==> config.mk <==
export PLATFORM = sky130hd
export DESIGN_NAME = stsg_div_cell
export DESIGN_NICKNAME = d
export VERILOG_FILES = /design/src/rtl/core/stsg_pkg.sv /design/src/rtl/core/stsg_div_cell.sv
export SDC_FILE = /design/constraint.sdc
export NUM_CORES = 1
export LEC_CHECK = 0
export BUFFER_PORTS_ARGS = -buffer_cell sky130_fd_sc_hd__buf_2
export CAP_MARGIN = 25
export CORE_ASPECT_RATIO = 1.5
export CORE_MARGIN = 2
export CORE_UTILIZATION = 25
export DETAILED_ROUTE_END_ITERATION = 10
export SYNTH_ARGS = -nofsm -noshare
export SYNTH_HDL_FRONTEND = slang
export SYNTH_SLANG_ARGS = --single-unit
==> constraint.sdc <==
create_clock -name clk_i -period 2.3 [get_ports clk_i]
set_input_delay 0.115 -clock clk_i [delete_from_list [all_inputs] [get_ports clk_i]]
set_output_delay 0.115 -clock clk_i [all_outputs]
set_load 0.03 [all_outputs]
==> src/rtl/core/stsg_pkg.sv <==
// ----------------------------------------------------------------------------
// Sine taper package
// Shared constants, beat types and the CORDIC arctangent table.
// ----------------------------------------------------------------------------
package stsg_pkg;

  localparam int MaxLength    = 4096;
  localparam int LenW         = 13;
  localparam int IdxW         = 12;
  localparam int GainW        = 17;
  localparam int ModW         = 14;
  localparam int ProdW        = 25;
  localparam int PhaseBits    = 18;
  localparam int FracBits     = 16;
  localparam int OutW         = 18;
  localparam int ModSteps     = 25;
  localparam int PhaseSteps   = 18;
  localparam int CordicStages = 24;
  localparam int StepW        = 5;
  localparam int CordicX0     = 652032874;

  // Register indexes on the configuration port.
  typedef enum logic [1:0] {
    RegOrder  = 2'd0,
    RegLength = 2'd1,
    RegGain   = 2'd2
  } reg_e;

  typedef logic signed [31:0] cxy_t;
  typedef logic signed [32:0] ang_t;

  // Flags that ride along with every beat.
  typedef struct packed {
    logic in_range;
    logic last;
  } pl_t;

  // One restoring division step: partial remainder, dividend bits / quotient.
  typedef struct packed {
    logic [ModW-1:0]  rem;
    logic [ProdW-1:0] work;
    pl_t              pl;
  } div_t;

  typedef struct packed {
    cxy_t x;
    cxy_t y;
    ang_t z;
    pl_t  pl;
  } cordic_t;

  // atan(2^-s) in units of 2^-32 turn.
  function automatic logic [31:0] atan_turn(input logic [StepW-1:0] s);
    logic [31:0] a;
    case (s)
      5'd0:    a = 32'h20000000;
      5'd1:    a = 32'h12E4051E;
      5'd2:    a = 32'h09FB385B;
      5'd3:    a = 32'h051111D4;
      5'd4:    a = 32'h028B0D43;
      5'd5:    a = 32'h0145D7E1;
      5'd6:    a = 32'h00A2F61E;
      5'd7:    a = 32'h00517C55;
      5'd8:    a = 32'h0028BE53;
      5'd9:    a = 32'h00145F2F;
      5'd10:   a = 32'h000A2F98;
      5'd11:   a = 32'h000517CC;
      5'd12:   a = 32'h00028BE6;
      5'd13:   a = 32'h000145F3;
      5'd14:   a = 32'h0000A2F9;
      5'd15:   a = 32'h0000517C;
      5'd16:   a = 32'h000028BE;
      5'd17:   a = 32'h0000145F;
      5'd18:   a = 32'h00000A2F;
      5'd19:   a = 32'h00000517;
      5'd20:   a = 32'h0000028B;
      5'd21:   a = 32'h00000145;
      5'd22:   a = 32'h000000A2;
      5'd23:   a = 32'h00000051;
      default: a = 32'h00000000;
    endcase
    return a;
  endfunction

endpackage

==> src/rtl/core/stsg_div_cell.sv <==
// ----------------------------------------------------------------------------
// Restoring division cell
// One quotient bit per cell; the partial remainder moves to the next cell.
// ----------------------------------------------------------------------------
module stsg_div_cell (
  input  logic                  clk_i,
  input  logic                  rst_ni,
  input  logic                  valid_i,
  output logic                  ready_o,
  input  stsg_pkg::div_t        data_i,
  input  logic [stsg_pkg::ModW-1:0] divisor_i,
  output logic                  valid_o,
  input  logic                  ready_i,
  output stsg_pkg::div_t        data_o
);
  import stsg_pkg::*;

  logic [ModW:0] trial;
  logic          ge;
  logic [ModW:0] diff;
  div_t          step_d, step_q;
  logic          valid_q;

  // Shift in the next dividend bit and subtract the divisor when it fits.
  assign trial = {data_i.rem, data_i.work[ProdW-1]};
  assign ge    = trial >= {1'b0, divisor_i};
  assign diff  = trial - {1'b0, divisor_i};

  always_comb begin
    step_d.rem  = ge ? diff[ModW-1:0] : trial[ModW-1:0];
    step_d.work = {data_i.work[ProdW-2:0], ge};
    step_d.pl   = data_i.pl;
  end

  assign ready_o = !valid_q || ready_i;

  always_ff @(posedge clk_i or negedge rst_ni) begin
    if (!rst_ni) begin
      valid_q <= 1'b0;
    end else if (ready_o) begin
      valid_q <= valid_i;
    end
  end

  always_ff @(posedge clk_i) begin
    if (ready_o) begin
      step_q <= step_d;
    end
  end

  assign valid_o = valid_q;
  assign data_o  = step_q;

endmodule

==> flow_metrics.py, run 1 <==
metrics = {
    "run_status": {
        "outcome": "complete, no violations",
    },
    "floorplanning": {
        "die_y_um": 120.5,
        "dieArea_um2": 9841,
        "row_count": 42,
        "io_pins": 102,
        "dieWidth_um": 81.67,
        "start_util_pct": 25.62,
        "core_um2": 8828,
    },
    "cts": {
        "htreeDepth": 2,
        "cts_tree": "yes",
        "clock_sink_count": 42,
        "cts_buffers": 5,
        "postCtsSetupBuffers": 0,
        "insertion_delay_ns": 0.28,
        "cts_buffer_depth": 2,
        "root_buffer": "clkbuf_16",
        "cts.clk_slew.worst_paths_ns": 0.06,
        "post_cts_resized": 0,
    },
    "route": {
        "vias_per_cell": 4.384,
        "drc_errors": 0,
        "routed_wl_um": 5559,
        "drtIter0Drc": 52,
        "via_count": 1802,
        "ant_nets": 0,
        "wire_per_inst_um": 13.53,
        "firstDrtPassIters": 4,
    },
    "layout": {
        "final_core_util_pct": 37.17,
        "stdcell_count": 411,
        "fin_nets": 375,
        "area_growth_pct": 45.08,
        "drive_above_1_share_pct": 49.17,
        "antenna_cells": 0,
    },
    "grt": {
        "antenna_found_initial": 0,
        "grt_overflow": 0,
        "grt_pass1_vias": 1843,
        "grt_max_degree": 16,
        "grt_pass1_wl_um": 8342,
        "grt_usage_pct": 11.17,
    },
    "timing": {
        "fin_skew_ns": 0.005144,
        "rsz0062_at_grt": "false",
        "setup_viol": 0,
        "fin_crit_ns": 2.098,
        "worst_pin_slew_ns": 0.3939,
        "tns_ns": 0,
        "relSlewSlack_pct": 73.74,
        "max_freq_ghz": 0.4766,
        "post-route-period-util_pct": 91.23,
        "maxSlewViolCount": 0,
        "setup_ws_ns": 0.2018,
        "final-hold-violation-count": 0,
    },
    "logic_synthesis": {
        "synth_flop_cell": "edfxtp_1",
        "synthDominantCellAreaShare_pct": 54.42,
        "synth_edf_count": 41,
        "syn_avg_cell_area_um2": 13.55,
        "ys_warn_count": 0,
        "synth_seq_cells": 42,
        "synth_seq_area_share_pct": 55.53,
        "synth_area_um2": 2262,
        "synth_area_leaders": "edfxtp_1 54%, ha_1 8.3%, mux2_4 5.3%",
        "synth_top_area_cell": "edfxtp_1",
        "async_reset_ff_share_pct": 2.381,
        "synth_cell_types": 47,
        "syn_inst": 167,
        "synth_nets": 242,
    },
    "worst_setup_path": {
        "ff2ff_setup_slack_ns": 0.99,
        "required_ns": 2.33,
        "ff2ff_path_depth": 2,
        "crit_path_end_kind": "flip-flop",
        "arrival_ns": 2.13,
        "cp_max_fo": 6,
        "reg2reg_to": "data_o[23]$_DFFE_PP_",
        "critPathLaunchType": "primary input",
        "critPathKind": "in -> reg",
        "r2r_start": "valid_o$_DFFE_PN0P_",
    },
    "place": {
        "placed_cells": 392,
        "dp_hpwl_um": 4459,
        "pre_cts_ws_ns": -0.05650,
        "place_congestion": 0.7825,
        "portBuffers": 101,
    },
    "power_and_ir_drop": {
        "vdd_drop_max_v": 0.0005580,
        "leakage_nw": 1.516,
        "power_density_nw_per_um2": 710.2,
    },
    "min_path": {
        "hold_start": "data_i[25]",
        "hold_path_end": "data_o[26]$_DFFE_PP_",
        "hold_depth": 1,
        "min_path_type": "in -> reg",
    },
    "job": {
        "max-cap-violations": 0,
    },
}
==> logic make-up (layout without fill, tap and decap cells) <==
| family | Yosys count | in the layout | share of synthesized area, % |
|---|---|---|---|
| multiplexers | 15 | 15 | 8.684 |
| AND/OR/NAND/NOR | 27 | 27 | 6.969 |
| adder cells (fa/ha/maj) | 16 | 16 | 9.181 |
| XOR/XNOR | 10 | 10 | 3.872 |
| buffers and inverters | 22 | 156 | 3.982 |
| AO/OA/AOI/OAI | 35 | 35 | 11.78 |
| flip-flops | 42 | 42 | 55.53 |
==> state kept, by name, indices dropped and copies added (netlist names) <==
signal   count
valid_o      1
data_o      41
==> cells in the mapped netlist, types with 2 or more instances <==
cell type and n:
edfxtp_1 41, inv_1 20, ha_1 15, mux2_4 8
xnor2_1 8, a21oi_1 7, mux2_2 5, o21a_1 5
nor2_1 4, nand2_1 3, nor2b_1 3, nor3_1 3
and3_1 2, mux2i_1 2, nand2b_1 2, nand3_1 2
nand4_1 2, o2111ai_1 2, o21ai_0 2, o22ai_1 2
or3_1 2, xor2_1 2
==> through the flow <==
stage	area, µm²	power [mW]	hold slack, ns
2_1_floorplan	2262	1.435	-0.1806
3_3_place_gp	3025	1.655	-0.1081
3_5_place_dp	3025	1.657	-0.1091
4_1_cts	3232	2.370	0.0002456
5_1_grt	3282	2.450	0.002347
6_report	3282	2.331	0.009411
==> critical path: stages <==
cell,delay [ns]
buf_2,0.09
inv_1,0.07
ha_1,0.14
inv_1,0.05
fa_1,0.38
a21oi_1,0.25
o22ai_1,0.13
o21a_1,0.27
o31ai_1,0.26
o41ai_1,0.11
mux2_4,0.26
==> cells in the final DEF, fill, tap and decap left out, types with 3 or more instances in the layout <==
| cell | instances |
|---|---|
| mux2_2 | 5 |
| edfxtp_1 | 41 |
| o21a_1 | 5 |
| inv_1 | 20 |
| buf_2 | 101 |
| nor2_1 | 4 |
| nor2b_1 | 3 |
| ha_1 | 15 |
| xnor2_1 | 8 |
| nor3_1 | 3 |
| a21oi_1 | 7 |
| dlygate4sd3_1 | 11 |
| clkbuf_16 | 5 |
| buf_4 | 15 |
| nand2_1 | 3 |
| mux2_4 | 8 |
==> what timing repair did <==
item,in CTS,in global routing
endpoints found under the setup margin,0,0
hold buffers,6,5
hold endpoints to repair,6,5
==> layout make-up <==
cell class	instances	area [µm²]
Clock buffer	5	125.1
Multi-Input combinational cell	103	918.4
Inverter	20	75.07
Clock inverter	3	21.27
Sequential cell	42	1256
Tap cell	110	137.6
Timing Repair Buffer	128	748.2
Fill cell	896	5547
==> how the worst max path moves through the flow <==
stage	startpoint	endpoint	slack, ns
detailed placement	data_i[26]	data_o[39]$_DFFE_PP_	-0.06
floorplan	valid_o$_DFFE_PN0P_	data_o[0]$_DFFE_PP_	0.18
CTS	data_i[26]	data_o[37]$_DFFE_PP_	0.25
global placement	data_i[26]	data_o[37]$_DFFE_PP_	-0.01
global route	data_i[26]	data_o[37]$_DFFE_PP_	0.03
finish	data_i[26]	data_o[37]$_DFFE_PP_	0.20
==> where the power goes <==
group / leakage, nW / switching, mW / internal (mW)
logic: 1.02 / 0.393 / 0.295
clock network: 0.0698 / 0.281 / 0.401
registers: 0.422 / 0.0181 / 0.943
==> layer usage <==
| layer | share of wire, % | global-route usage (%) |
|---|---|---|
| met2 | 53 | 20.70 |
| met5 | 0 | 0 |
| met1 | 38 | 11.61 |
| met3 | 7.1 | 2.910 |
| met4 | 1.5 | 4.375 |
(Power assumes the default switching activity.)
==> inputs of run 2 (changes only) <==
==> constraint.sdc (replaced) <==
create_clock -name clk_i -period 2 [get_ports clk_i]
set_input_delay 0.1 -clock clk_i [delete_from_list [all_inputs] [get_ports clk_i]]
set_output_delay 0.1 -clock clk_i [all_outputs]
set_load 0.03 [all_outputs]
==> run 2 against run 1 <==
Against the previous run:
- cell area grew 12%
- global-route usage grew 1.1 points
- register-to-register slack lost 0.05 ns
- largest power group unchanged
==> flow_metrics.py, run 2 (synthesis results as in run 1) <==
metrics = {
    "run_status": {
        "outcome": "complete, no violations",
    },
    "cts": {
        "clock_sink_count": 42,
        "cts_buffers": 5,
        "htreeDepth": 2,
        "cts_buffer_depth": 2,
        "cts.clk_slew.worst_paths_ns": 0.06,
        "root_buffer": "clkbuf_16",
        "insertion_delay_ns": 0.28,
        "cts_tree": "yes",
    },
    "timing": {
        "fin_crit_ns": 1.914,
        "setup_viol": 0,
        "relSlewSlack_pct": 79.52,
        "final-hold-violation-count": 0,
        "fin_skew_ns": 0.001913,
        "worst_pin_slew_ns": 0.3072,
        "post-route-period-util_pct": 95.68,
        "maxSlewViolCount": 0,
        "max_freq_ghz": 0.5226,
        "setup_ws_ns": 0.08645,
    },
    "place": {
        "dp_hpwl_um": 4639,
        "place_congestion": 0.7959,
        "placed_cells": 411,
        "portBuffers": 101,
        "pre_cts_ws_ns": -0.3147,
    },
    "worst_setup_path": {
        "crit_path_end_kind": "flip-flop",
        "required_ns": 2.03,
        "critPathKind": "in -> reg",
        "cp_max_fo": 5,
        "arrival_ns": 1.95,
        "critPathLaunchType": "primary input",
    },
    "route": {
        "wire_per_inst_um": 13.41,
        "ant_nets": 0,
        "routed_wl_um": 5980,
        "drtIter0Drc": 80,
        "drc_errors": 0,
        "via_count": 1948,
        "firstDrtPassIters": 4,
        "vias_per_cell": 4.368,
    },
    "job": {
        "max-cap-violations": 0,
    },
    "floorplanning": {
        "io_pins": 102,
        "dieWidth_um": 81.67,
        "core_um2": 8828,
        "start_util_pct": 25.62,
        "die_y_um": 120.5,
        "dieArea_um2": 9841,
        "row_count": 42,
    },
    "grt": {
        "antenna_found_initial": 0,
        "grt_usage_pct": 12.25,
        "grt_overflow": 0,
        "grt_pass1_vias": 2035,
        "grt_pass1_wl_um": 9108,
        "grt_max_degree": 44,
    },
    "layout": {
        "final_cell_mix": "101 x buf_2, 41 x edfxtp_1, 35 x buf_4, 25 x dlygate4sd3_1, 20 x inv_1",
        "drive_above_1_share_pct": 52.38,
        "fin_nets": 410,
        "area_growth_pct": 62.44,
        "stdcell_count": 446,
        "fillCellCount": 867,
        "antenna_cells": 0,
        "final_core_util_pct": 41.62,
        "mostFrequentLayoutCell": "buf_2",
        "largest_reg_flops": 41,
    },
    "power_and_ir_drop": {
        "vdd_drop_max_v": 0.0006317,
        "total_power_mw": 2.905,
        "power_density_nw_per_um2": 790.6,
        "leakage_nw": 1.701,
    },
    "min_path": {
        "min_path_type": "in -> reg",
    },
}
## run 2: changes by cell type in the layout (fill, tap and decap cells not counted), sizes merged
cell         change
dlygate4sd3     +14
clkinv           -2
bufinv           +1
buf             +21
clkinvlp         -1
clkbuf           +2
## run 2: critical path, stage by stage
cell      delay (ns)
buf_2           0.11
ha_1            0.33
a211oi_2        0.29
nor2b_4         0.07
o22a_1          0.23
a41oi_2         0.23
o21ai_2         0.10
buf_4           0.17
mux2_4          0.29
## run 2: per-stage QoR
stage | hold WS, ns | TNS (ns) | cell area (µm²)
6_report | 0.01122 | 0 | 3675
5_1_grt | 0.002625 | -0.003656 | 3675
4_1_cts | 0.001828 | 0 | 3607
3_5_place_dp | -0.1194 | -2.609 | 3199
3_3_place_gp | -0.1206 | -2.570 | 3199
2_1_floorplan | -0.1956 | 0 | 2283
## run 2: layout make-up
cell class              instances  area (µm²)  area share [%]
clock buffers                   7       132.6           3.609
clock inverters                 1       30.03          0.8172
inverters                      20       75.07           2.043
multi-input cells             103       984.7           26.80
flip-flops and latches         42        1256           34.18
well taps                     110       137.6           3.745
repair buffers                163        1059           28.81
## run 2: metal layers
metal,part of all wire (%),global-route usage [%],vias up,wire [µm]
li1,-,-,964,-
met2,55,24.03,70,3305
met3,6.8,1.791,6,404
met1,36,12.27,908,2155
met4,1.9,5.000,0,114
met5,0,0,-,0
## run 2: power by group
part | internal [mW] | leakage [nW] | switching (mW) | total, mW
clock | 0.590 | 0.0781 | 0.306 | 0.895
combinational | 0.419 | 1.20 | 0.483 | 0.902
sequential | 1.09 | 0.422 | 0.0228 | 1.11
total | 2.09 | 1.70 | 0.812 | 2.91
## run 2: final timing paths
kind | from | to | slack [ns] | depth (start not counted)
setup / recovery | data_i[32] | data_o[38]$_DFFE_PP_ | 0.09 | 9
hold / removal | data_i[10] | data_o[11]$_DFFE_PP_ | 0.01 | 1
setup reg to reg | valid_o$_DFFE_PN0P_ | data_o[28]$_DFFE_PP_ | 0.94 | 2
hold reg to reg | valid_o$_DFFE_PN0P_ | valid_o$_DFFE_PN0P_ | 0.75 | 3
max in group asynchronous | rst_ni | valid_o$_DFFE_PN0P_ | 1.79 | 2
min in group asynchronous | rst_ni | valid_o$_DFFE_PN0P_ | 0.13 | 2
## run 2: repair_timing
| action | in CTS | in global routing |
|---|---|---|
| endpoints found under the hold margin | 24 | 1 |
| buffers inserted | 0 | 2 |
| pin swaps | 0 | 2 |
| resized for setup | 1 | 8 |
| gates cloned | 0 | 0 |
| endpoints found under the setup margin | 1 | 2 |
| hold buffers | 24 | 1 |
